**src/fqd_pkg.sv**
```systemverilog
// ----------------------------------------------------------------------------
// fqd_pkg
// shared types and constants for the fifo queue with delete-by-value
// ----------------------------------------------------------------------------
`default_nettype none

package fqd_pkg;

    localparam int DEPTH       = 16;
    localparam int VALUE_WIDTH = 32;
    localparam int LEN_W       = $clog2(DEPTH + 1);
    localparam int OP_W        = 2;
    localparam int ST_W        = 2;

    typedef logic [VALUE_WIDTH-1:0] t_value;
    typedef logic [LEN_W-1:0]       t_len;

    typedef enum logic [OP_W-1:0] {
        OP_ENQ = 2'd0,
        OP_DEQ = 2'd1,
        OP_DEL = 2'd2
    } t_op;

    typedef enum logic [ST_W-1:0] {
        ST_OK        = 2'd0,
        ST_EMPTY     = 2'd1,
        ST_NOT_FOUND = 2'd2,
        ST_FULL      = 2'd3
    } t_status;

    typedef struct packed {
        logic accept;
        logic enq;
        logic deq;
        logic del;
    } t_cell_ctl;

endpackage

`default_nettype wire

```
**src/fqd_if.sv**
```systemverilog
// ----------------------------------------------------------------------------
// fqd_if
// valid/ready channels for operation words and result words
// ----------------------------------------------------------------------------
`default_nettype none

interface fqd_in_if;
    logic                              valid;
    logic                              ready;
    logic [fqd_pkg::OP_W-1:0]          operation;
    logic [fqd_pkg::VALUE_WIDTH-1:0]   item_value;

    modport source (output valid, output operation, output item_value, input ready);
    modport sink   (input valid, input operation, input item_value, output ready);
endinterface

interface fqd_out_if;
    logic                              valid;
    logic                              ready;
    logic [fqd_pkg::ST_W-1:0]          status;
    logic [fqd_pkg::VALUE_WIDTH-1:0]   value_out;
    logic [fqd_pkg::LEN_W-1:0]         length;

    modport source (output valid, output status, output value_out, output length,
                    input ready);
    modport sink   (input valid, input status, input value_out, input length,
                    output ready);
endinterface

`default_nettype wire

```
**src/fqd_cell.sv**
```systemverilog
// ----------------------------------------------------------------------------
// fqd_cell
// one queue position: holds a token, matches it, shifts from its neighbor
// ----------------------------------------------------------------------------
`default_nettype none

module fqd_cell (
    input  wire logic                i_clk,
    input  wire fqd_pkg::t_cell_ctl  i_ctl,
    input  wire logic                i_valid,
    input  wire logic                i_tail,
    input  wire fqd_pkg::t_value     i_key,
    input  wire logic                i_prev_hit,
    input  wire fqd_pkg::t_value     i_next_value,
    output      fqd_pkg::t_value     o_value,
    output      logic                o_hit
);
    import fqd_pkg::*;

    t_value r_value;
    t_value n_value;
    logic   w_match;

    assign w_match = i_valid && (r_value == i_key);
    assign o_hit   = i_prev_hit || w_match;
    assign o_value = r_value;

    always_comb begin
        n_value = r_value;
        if (i_ctl.accept) begin
            priority if (i_ctl.enq && i_tail) begin
                n_value = i_key;
            end else if (i_ctl.deq || (i_ctl.del && o_hit)) begin
                n_value = i_next_value;
            end
        end
    end

    always_ff @(posedge i_clk) begin
        r_value <= n_value;
    end

endmodule

`default_nettype wire

```
**src/fifo_queue_with_delete.sv**
```systemverilog
// ----------------------------------------------------------------------------
// fifo_queue_with_delete
// bounded fifo of tokens with enqueue, dequeue and delete of first match
// ----------------------------------------------------------------------------
//  channel   dir  handshake     word
//  i_in      in   valid/ready   operation, item_value
//  o_out     out  valid/ready   status, value_out, length
//
//  one word accepted per cycle unless a result is stalled; its result is
//  registered and shown the next cycle. all cells match and shift in the
//  same cycle, so the rate is set by the match/prefix chain across the row
//  of cells. reset clears the entry count and result valid; tokens need none.
//  a stalled result blocks input only while the result register is full.
// ----------------------------------------------------------------------------
`default_nettype none

module fifo_queue_with_delete (
    input  wire logic i_clk,
    input  wire logic i_rst_n,
    fqd_in_if.sink    i_in,
    fqd_out_if.source o_out
);
    import fqd_pkg::*;

    t_len      r_count;
    t_len      n_count;
    logic      r_out_valid;
    t_status   r_status;
    t_status   n_status;
    t_value    r_value_out;
    t_value    n_value_out;
    logic      w_accept;
    logic      w_full;
    logic      w_empty;
    t_cell_ctl w_ctl;
    t_value    w_key;
    t_value    w_vals [DEPTH];
    logic      w_hit  [DEPTH+1];

    assign i_in.ready = !r_out_valid || o_out.ready;
    assign w_accept   = i_in.valid && i_in.ready;
    assign w_full     = (r_count == t_len'(DEPTH));
    assign w_empty    = (r_count == '0);
    assign w_key      = i_in.item_value;

    assign w_ctl.accept = w_accept;
    assign w_ctl.enq    = (i_in.operation == OP_ENQ);
    assign w_ctl.deq    = (i_in.operation == OP_DEQ);
    assign w_ctl.del    = (i_in.operation == OP_DEL);

    assign w_hit[0] = 1'b0;

    for (genvar g = 0; g < DEPTH; g++) begin : g_cell
        t_value w_next;
        if (g == DEPTH - 1) begin : g_last
            assign w_next = w_vals[g];
        end else begin : g_mid
            assign w_next = w_vals[g+1];
        end
        fqd_cell u_cell (
            .i_clk        (i_clk),
            .i_ctl        (w_ctl),
            .i_valid      (r_count > t_len'(g)),
            .i_tail       (r_count == t_len'(g)),
            .i_key        (w_key),
            .i_prev_hit   (w_hit[g]),
            .i_next_value (w_next),
            .o_value      (w_vals[g]),
            .o_hit        (w_hit[g+1])
        );
    end

    always_comb begin
        n_count     = r_count;
        n_status    = ST_OK;
        n_value_out = '0;
        unique case (i_in.operation)
            OP_ENQ: begin
                if (w_full) begin
                    n_status = ST_FULL;
                end else begin
                    n_count = r_count + t_len'(1);
                end
            end
            OP_DEQ: begin
                if (w_empty) begin
                    n_status = ST_EMPTY;
                end else begin
                    n_value_out = w_vals[0];
                    n_count     = r_count - t_len'(1);
                end
            end
            OP_DEL: begin
                if (w_hit[DEPTH]) begin
                    n_count = r_count - t_len'(1);
                end else begin
                    n_status = ST_NOT_FOUND;
                end
            end
            default: begin
                n_status = ST_OK;
            end
        endcase
    end

    always_ff @(posedge i_clk) begin
        if (!i_rst_n) begin
            r_count     <= '0;
            r_out_valid <= 1'b0;
        end else begin
            if (w_accept) begin
                r_count     <= n_count;
                r_out_valid <= 1'b1;
            end else if (o_out.ready) begin
                r_out_valid <= 1'b0;
            end
        end
    end

    always_ff @(posedge i_clk) begin
        if (w_accept) begin
            r_status    <= n_status;
            r_value_out <= n_value_out;
        end
    end

    assign o_out.valid     = r_out_valid;
    assign o_out.status    = r_status;
    assign o_out.value_out = r_value_out;
    assign o_out.length    = r_count;

endmodule

`default_nettype wire

```
**src/flat_wrapper.sv**
```systemverilog
// flat-port wrapper written by rule: the top's interface ports become plain ports
module fifo_queue_with_delete_flat import fqd_pkg::*;
  (i_clk, i_rst_n, i_in_valid, i_in_operation, i_in_item_value, i_in_ready, o_out_valid, o_out_status, o_out_value_out, o_out_length, o_out_ready);
  fqd_in_if i_in_i ();
  fqd_out_if o_out_i ();
  input  wire logic i_clk;
  input  wire logic i_rst_n;
  input wire logic [$bits(i_in_i.valid)-1:0] i_in_valid;
  input wire logic [$bits(i_in_i.operation)-1:0] i_in_operation;
  input wire logic [$bits(i_in_i.item_value)-1:0] i_in_item_value;
  output wire logic [$bits(i_in_i.ready)-1:0] i_in_ready;
  output wire logic [$bits(o_out_i.valid)-1:0] o_out_valid;
  output wire logic [$bits(o_out_i.status)-1:0] o_out_status;
  output wire logic [$bits(o_out_i.value_out)-1:0] o_out_value_out;
  output wire logic [$bits(o_out_i.length)-1:0] o_out_length;
  input wire logic [$bits(o_out_i.ready)-1:0] o_out_ready;
  assign i_in_i.valid = i_in_valid;
  assign i_in_i.operation = i_in_operation;
  assign i_in_i.item_value = i_in_item_value;
  assign i_in_ready = i_in_i.ready;
  assign o_out_valid = o_out_i.valid;
  assign o_out_status = o_out_i.status;
  assign o_out_value_out = o_out_i.value_out;
  assign o_out_length = o_out_i.length;
  assign o_out_i.ready = o_out_ready;
  fifo_queue_with_delete u_core (.i_clk(i_clk), .i_rst_n(i_rst_n), .i_in(i_in_i), .o_out(o_out_i));
endmodule
```
**config.mk**
```make
export PLATFORM = sky130hd
export DESIGN_NAME = fifo_queue_with_delete_flat
export DESIGN_NICKNAME = d
export VERILOG_FILES = /design/src/fqd_pkg.sv /design/src/fqd_if.sv /design/src/fqd_cell.sv /design/src/fifo_queue_with_delete.sv /design/src/flat_wrapper.sv
export SDC_FILE = /design/constraint.sdc
export NUM_CORES = 1
export LEC_CHECK = 0
export ABC_AREA = 1
export BUFFER_PORTS_ARGS = -buffer_cell sky130_fd_sc_hd__buf_2
export CORE_ASPECT_RATIO = 1.25
export CORE_MARGIN = 4
export CORE_UTILIZATION = 60
export CTS_CLUSTER_DIAMETER = 60
export CTS_CLUSTER_SIZE = 30
export DETAILED_ROUTE_END_ITERATION = 16
export PLACE_DENSITY = 0.77
export SYNTH_ARGS = -nofsm -noshare
export SYNTH_HDL_FRONTEND = slang
export SYNTH_SLANG_ARGS = --single-unit
```
**constraint.sdc**
```tcl
create_clock -name i_clk -period 11.8 [get_ports i_clk]
set_input_delay 3.54 -clock i_clk [delete_from_list [all_inputs] [get_ports i_clk]]
set_output_delay 3.54 -clock i_clk [all_outputs]
set_load 0.005 [all_outputs]
```
# --- Yosys cells after proc, flatten, opt, wreduce, memory -nomap -nowiden ---
# Index checks and enable logic that the tools add are counted.
word_totals:
  reg_bits: 552
  latchBits: 0
  ram_bits: 0
  rom_bits: 0
  in_bits: 38
  out_inout_bits: 41
  wordCells: 233
  memories: 0
op_classes:
  n_addsub: 2
  mul: 0
  n_div: 0
  n_lt_le_gt_ge: 16
  n_eq_ne: 37
  shifts: 0
  muxes: 40
  bitwise: 1
  n_reduce_logical: 117
ops:
  columns: ["op", "count"]
  rows:
  - ["32-bit two-way mux", 30]
  - ["32-bit equality test", 16]
  - ["1-bit logical AND", 48]
  - ["5-bit by 4-bit equality test with 1-bit output, second input constant", 8]
  - ["5-bit by 4-bit > comparator with 1-bit output, second input constant", 8]
  - ["2-bit AND reduction", 16]
  - ["2-bit nonzero test", 16]
  - ["1-bit logical OR", 31]
  - ["5-bit by 3-bit equality test with 1-bit output, second input constant", 4]
  - ["5-bit by 3-bit > comparator with 1-bit output, second input constant", 4]
  - ["5-bit two-way mux", 3]
  - ["5-bit case mux with 3 select lines", 1]
  - ["5-bit by 2-bit equality test with 1-bit output, second input constant", 2]
  - ["5-bit by 1-bit > comparator with 1-bit output, second input constant", 2]
  - ["5-bit by 2-bit > comparator with 1-bit output, second input constant", 2]
  - ["2-bit inequality test, second input constant", 3]
  - ["2-bit case mux with 3 select lines", 1]
  - ["5-bit by 1-bit adder with 5-bit output, second input constant", 1]
  - ["5-bit by 1-bit equality test with 1-bit output, second input constant", 1]
  - ["5-bit equality test, second input constant", 1]
  - ["5-bit logical NOT", 1]
  - ["5-bit AND reduction", 1]
  - ["5-bit by 1-bit subtractor with 5-bit output, second input constant", 1]
  - ["2-bit two-way mux", 2]
  - ["other kinds (8)", 10]

# --- Logic depth before layout (Yosys ltp) ---
logic_depth:
  word_depth: 20
  ltp_mapped: 21
  mapped_depth_nobuf: 19

# --- By module ---
# Synthesis repeated with hierarchy kept, for this count alone.
hier_totals:
  cells_unflattened: 4217
  hier_area_um2: 32433.6
modules_own_cells:
  columns: ["mod", "instances", "cells_each", "area_per_inst_um2", "seq_area_each_um2"]
  rows:
  - ["fqd_cell", 16, 249, 1895.6, 960.9]
  - ["fifo_queue_with_delete", 1, 233, 2104.5, 1141.1]

# --- Least setup slack after synthesis ---
# OpenSTA, ideal clock, no wires.
synth_path:
  path_type: "input-to-output"
  from: "in o_out_ready"
  to: "out i_in_ready"
  arrival_time_ns: 3.639
  required_ns: 8.260
  setup_slack_ns: 4.621
  path_stages: 2
  n_path_buf: 0
  cell_sequence: "inv_1 nand2_1"
synth_via:
  elab_chain_cells: 1
synth_lines:
  columns: ["element", "line", "source"]
  rows:
  - ["start: declaration", "flat_wrapper.sv:16", "input wire logic [$bits(o_out_i.ready)-1:0] o_out_ready;"]
  - ["1-bit logical OR", "fifo_queue_with_delete.sv:40", "assign i_in.ready = !r_out_valid || o_out.ready;"]
  - ["end: declaration", "flat_wrapper.sv:11", "output wire logic [$bits(i_in_i.ready)-1:0] i_in_ready;"]
# Every way passes these cells.

# --- Final worst setup path ---
# Ends and elaborated chain as after synthesis.

==> results.md <==
* Clk sinks at 552
* Seq/Total Area, Yosys at 55.9%
* Worst-path clk slew at 0.09 ns
* Overall die height at 256 um
* Number of endpoints failing setup at the final stage at 0
* Layout cells sized above 1 at 10.2%
* Fin util at 64.5%
* Share of synthesized area spent on multiplexers at 0%
* Timing-limited maximum frequency at 0.134 GHz
* Share of total power in the clock network at 34.3%
* DPL Wire Length at 56.7 mm
* Die width at 207 um
* Cell occurring most often along the worst timing path: buf_2
* Cell taking the most area after synthesis: edfxtp_1
* Result of the run: finished, final reports clean
* R2R setup slack at 7.66 ns
* Share of total power in combinational logic at 10.4%
* Net Sw Frac at 26.5%
* Clock tree from TritonCTS: built
* Worst hold start: u_core.g_cell[15].u_cell.o_value[21]
* Routed Wire Length at 80.9 mm
* Tcrit/Tclk final at 63.2%
* Number of H-tree levels at 2
* Number of buffer and inverter stages on the critical path at 3
* Dominant combinational cell family by area after synthesis: simple AND/OR/NAND/NOR gates
* Final Skew at 0.0345 ns
* Total of fill cells in the finished design at 3744
* Syn_nets at 3111
* Number of placed I/O pins at 79
* Hold buffer count at cts at 0
* Post-Synthesis Mean Instance Area at 9.65 um2
* Reg power frac at 55.3%
* Global-route total usage across every layer at 30.0%
* Post-detailed-route via-to-cell ratio at 6.09
* Final net count at 3023
* Area of the core at 48500 um2
* 1st-pass router iterations at 8
* RSZ-0062 raised after global routing: no
* Post-detailed-route DRC marker count at 0
* Switching Power at 1.08 mW
* Crit path cell chain: buf_2 -> inv_1 -> nand2_1 -> buf_2
* Wire length of the first global-routing pass at 123 mm
* Worst Setup Path Type: primary input to output port
* Antenna violations before repair at 3
* Number of gates resized after CTS at 0
* Buffers inserted during post-CTS setup optimization at 0
* Worst Hold Path EP: u_core.g_cell[14].u_cell.o_value[21]
* Arrival time reported for the critical path endpoint at 3.91 ns
* Final critical-path required period at 7.45 ns
* Final-layout worst hold slack at 0.569 ns
* Warnings, synthesis at 0
* Post-route setup slack at 4.35 ns
* Final-report hold violation count at 0
* Reg-to-reg critical path endpoint: u_core.g_cell[14].u_cell.o_value[18]
* Number of maximum-capacitance violations at 0
* Final slew viol count at 0
* Startpoint of the worst-slack reg-to-reg timing path: u_core.o_out.length[2]
* Pin slew with the least headroom to its limit at 1.23 ns
* Sum of overflow across all layers after global routing at 0
* Initial DRC Count at 2779
* Post-synthesis async set-or-reset flop share at 0%
* Maximum number of pins on one net before global-route repair at 66
* Post-Synth Adder-Cell Area at 0.381%
* Worst slack after detailed placement at 3.88 ns
* Vias after detailed routing at 22200
* Routed WL per cell at 22.2 um
* Hold Crit Depth at 2
* Synth Register Bits at 552
* Kind of end point of the critical path: output port
* Starting density of the core at 60.9%
* Number of global-route vias before repair at 21100
* Largest fanout of any net on the critical path at 3
* EDFF count, synth at 546
* Antenna violation net count after detailed routing at 0
* Static Leakage at 11.9 nW
* Layout-stage area growth over the synthesis result at 5.92%
* Clock root buffer master: clkbuf_16
* CP startpoint kind: primary input
* Worst max-slew margin expressed relative to the limit at 17.7%
* Die Area at 52900 um2
* Accumulated negative setup slack at 0 ns
* Total Power at 4.09 mW
* Clock latency of the later-clocked register in the worst-skew pair at 0.58 ns
* Post-synthesis compound-gate area fraction at 9.81%
* Cts bufs inserted at 36
* Cell types occupying the most area after synthesis: edfxtp_1, nand2_1, o21ai_0, xnor2_1, xor2_1
* Dominant synthesized flop cell: edfxtp_1
* Share of the synthesized netlist area taken by xor and xnor gates at 10.6%
* CP max-delay cell: buf_2
* Portion of synthesized cell area occupied by the leading cell type at 55.5%
* Number of standard-cell rows in the floorplan at 90
* Kind of cell adding the most delay to the critical path: buffers and inverters
* Int Power at 3.01 mW
* Gate count of the mapped netlist at 3064
* Share of synthesized cell area in and, or, nand and nor gates at 17.7%
* Distinct cell type count of the synthesized netlist at 47
* Min-Delay Path Class: flop to flop
* Routability congestion estimate from global placement at 0.926
* Required time of the critical path at 8.26 ns
* Number of port buffers at 78
* Worst ir drop on vdd at 0.0881 mV
* Buffer depth of the longest clock path at 3
* Mapped cell area at 29600 um2
* CP peak stage delay at 0.15 ns
* PwrDens at 131 nW/um2
* Number of cells traversed by the worst register-to-register path at 10
registers in the layout (all words and copies together), names as in the netlist:
signal                        flops
u_core.o_out.valid                1
u_core.o_out.value_out           32
u_core.o_out.length               5
u_core.o_out.status               2
u_core.g_cell.u_cell.o_value    512
Yosys cell counts, drive strengths merged, types with 3 or more instances:
cell type and n:
a2111oi 5, a211oi 3, a21oi 32, a221oi 3, a31oi 3, buf 71, clkbuf 156, clkinv 6
dfxtp 6, edfxtp 546, ha 9, inv 135, nand2 798, nand3 62, nand4 71, nor2 155
nor3 19, nor3b 3, nor4 32, nor4b 4, o2111ai 5, o21ai 501, o22ai 6, or2 68
xnor2 241, xor2 118
how the worst max path moves through the flow:
stage	from	endpoint	slack, ns	cells past startpoint
after detailed placement	i_in_item_value[25]	u_core.g_cell[14].u_cell.o_value[11]	3.88	13
final	o_out_ready	i_in_ready	4.35	4
after global routing	i_in_item_value[25]	u_core.g_cell[14].u_cell.o_value[17]	4.32	13
after CTS	o_out_ready	i_in_ready	4.36	4
after floorplan	o_out_ready	i_in_ready	4.62	2
after global placement	i_in_item_value[24]	u_core.g_cell[14].u_cell.o_value[27]	3.99	13
layout by cell type (no fill, tap or decap), types with 18 or more instances in the layout:
| cell type | count |
|---|---|
| o21ai_0 | 498 |
| edfxtp_1 | 546 |
| a21oi_1 | 20 |
| nor3_1 | 18 |
| or2_2 | 60 |
| nand3_1 | 52 |
| buf_4 | 23 |
| buf_2 | 78 |
| clkbuf_16 | 37 |
| nand2_1 | 786 |
| nor4_1 | 32 |
| inv_2 | 30 |
| nor2_1 | 144 |
| xnor2_1 | 241 |
| nand4_1 | 67 |
| inv_1 | 105 |
| xor2_1 | 118 |
logic make-up after synthesis:
| kind of cell | after synthesis |
|---|---|
| AND/OR/NAND/NOR | 1213 |
| buffers and inverters | 368 |
| adder cells (fa/ha/maj) | 9 |
| AO/OA/AOI/OAI | 563 |
| XOR/XNOR | 359 |
| flip-flops | 552 |
worst min-delay path, cell delays in order, from the launching register on:
cell	delay, ns
edfxtp_1	0.35
nand2_1	0.05
o21ai_0	0.06
per-stage QoR:
stage / cell area [um2] / std cells
after floorplan: 29600 / 3064
after global placement: 30100 / 3582
after detailed placement: 30100 / 3582
after CTS: 31300 / 3645
after global routing: 31300 / 3647
final: 31300 / 3647
power by group through the flow:
stage,clock network (mW),logic (mW),registers (mW)
CTS,1.41,0.422,2.26
global route,1.48,0.463,2.27
floorplan,0,0.289,2.30
detailed placement,0,0.420,2.30
finish,1.40,0.425,2.26
global placement,0,0.409,2.30
metal layers:
| layer | global-route usage, % | share of wire [%] |
|---|---|---|
| met3 | 3.59 | 7.1 |
| met4 | 16.0 | 6.3 |
| met2 | 50.2 | 49 |
| met5 | 0 | 0 |
| met1 | 38.1 | 37 |
layout make-up:
class                   count  area, um2  share of cell area, %
repair buffers            101        563                   1.80
flip-flops and latches    552      16500                   52.7
diodes                      2       5.00                 0.0160
clock buffers              37        926                   2.96
clock inverters            26        333                   1.06
inverters                 141        531                   1.69
well taps                 644        806                   2.57
multi-input cells        2144      11600                   37.2
No activity file was read; power rests on OpenSTA's default activity.
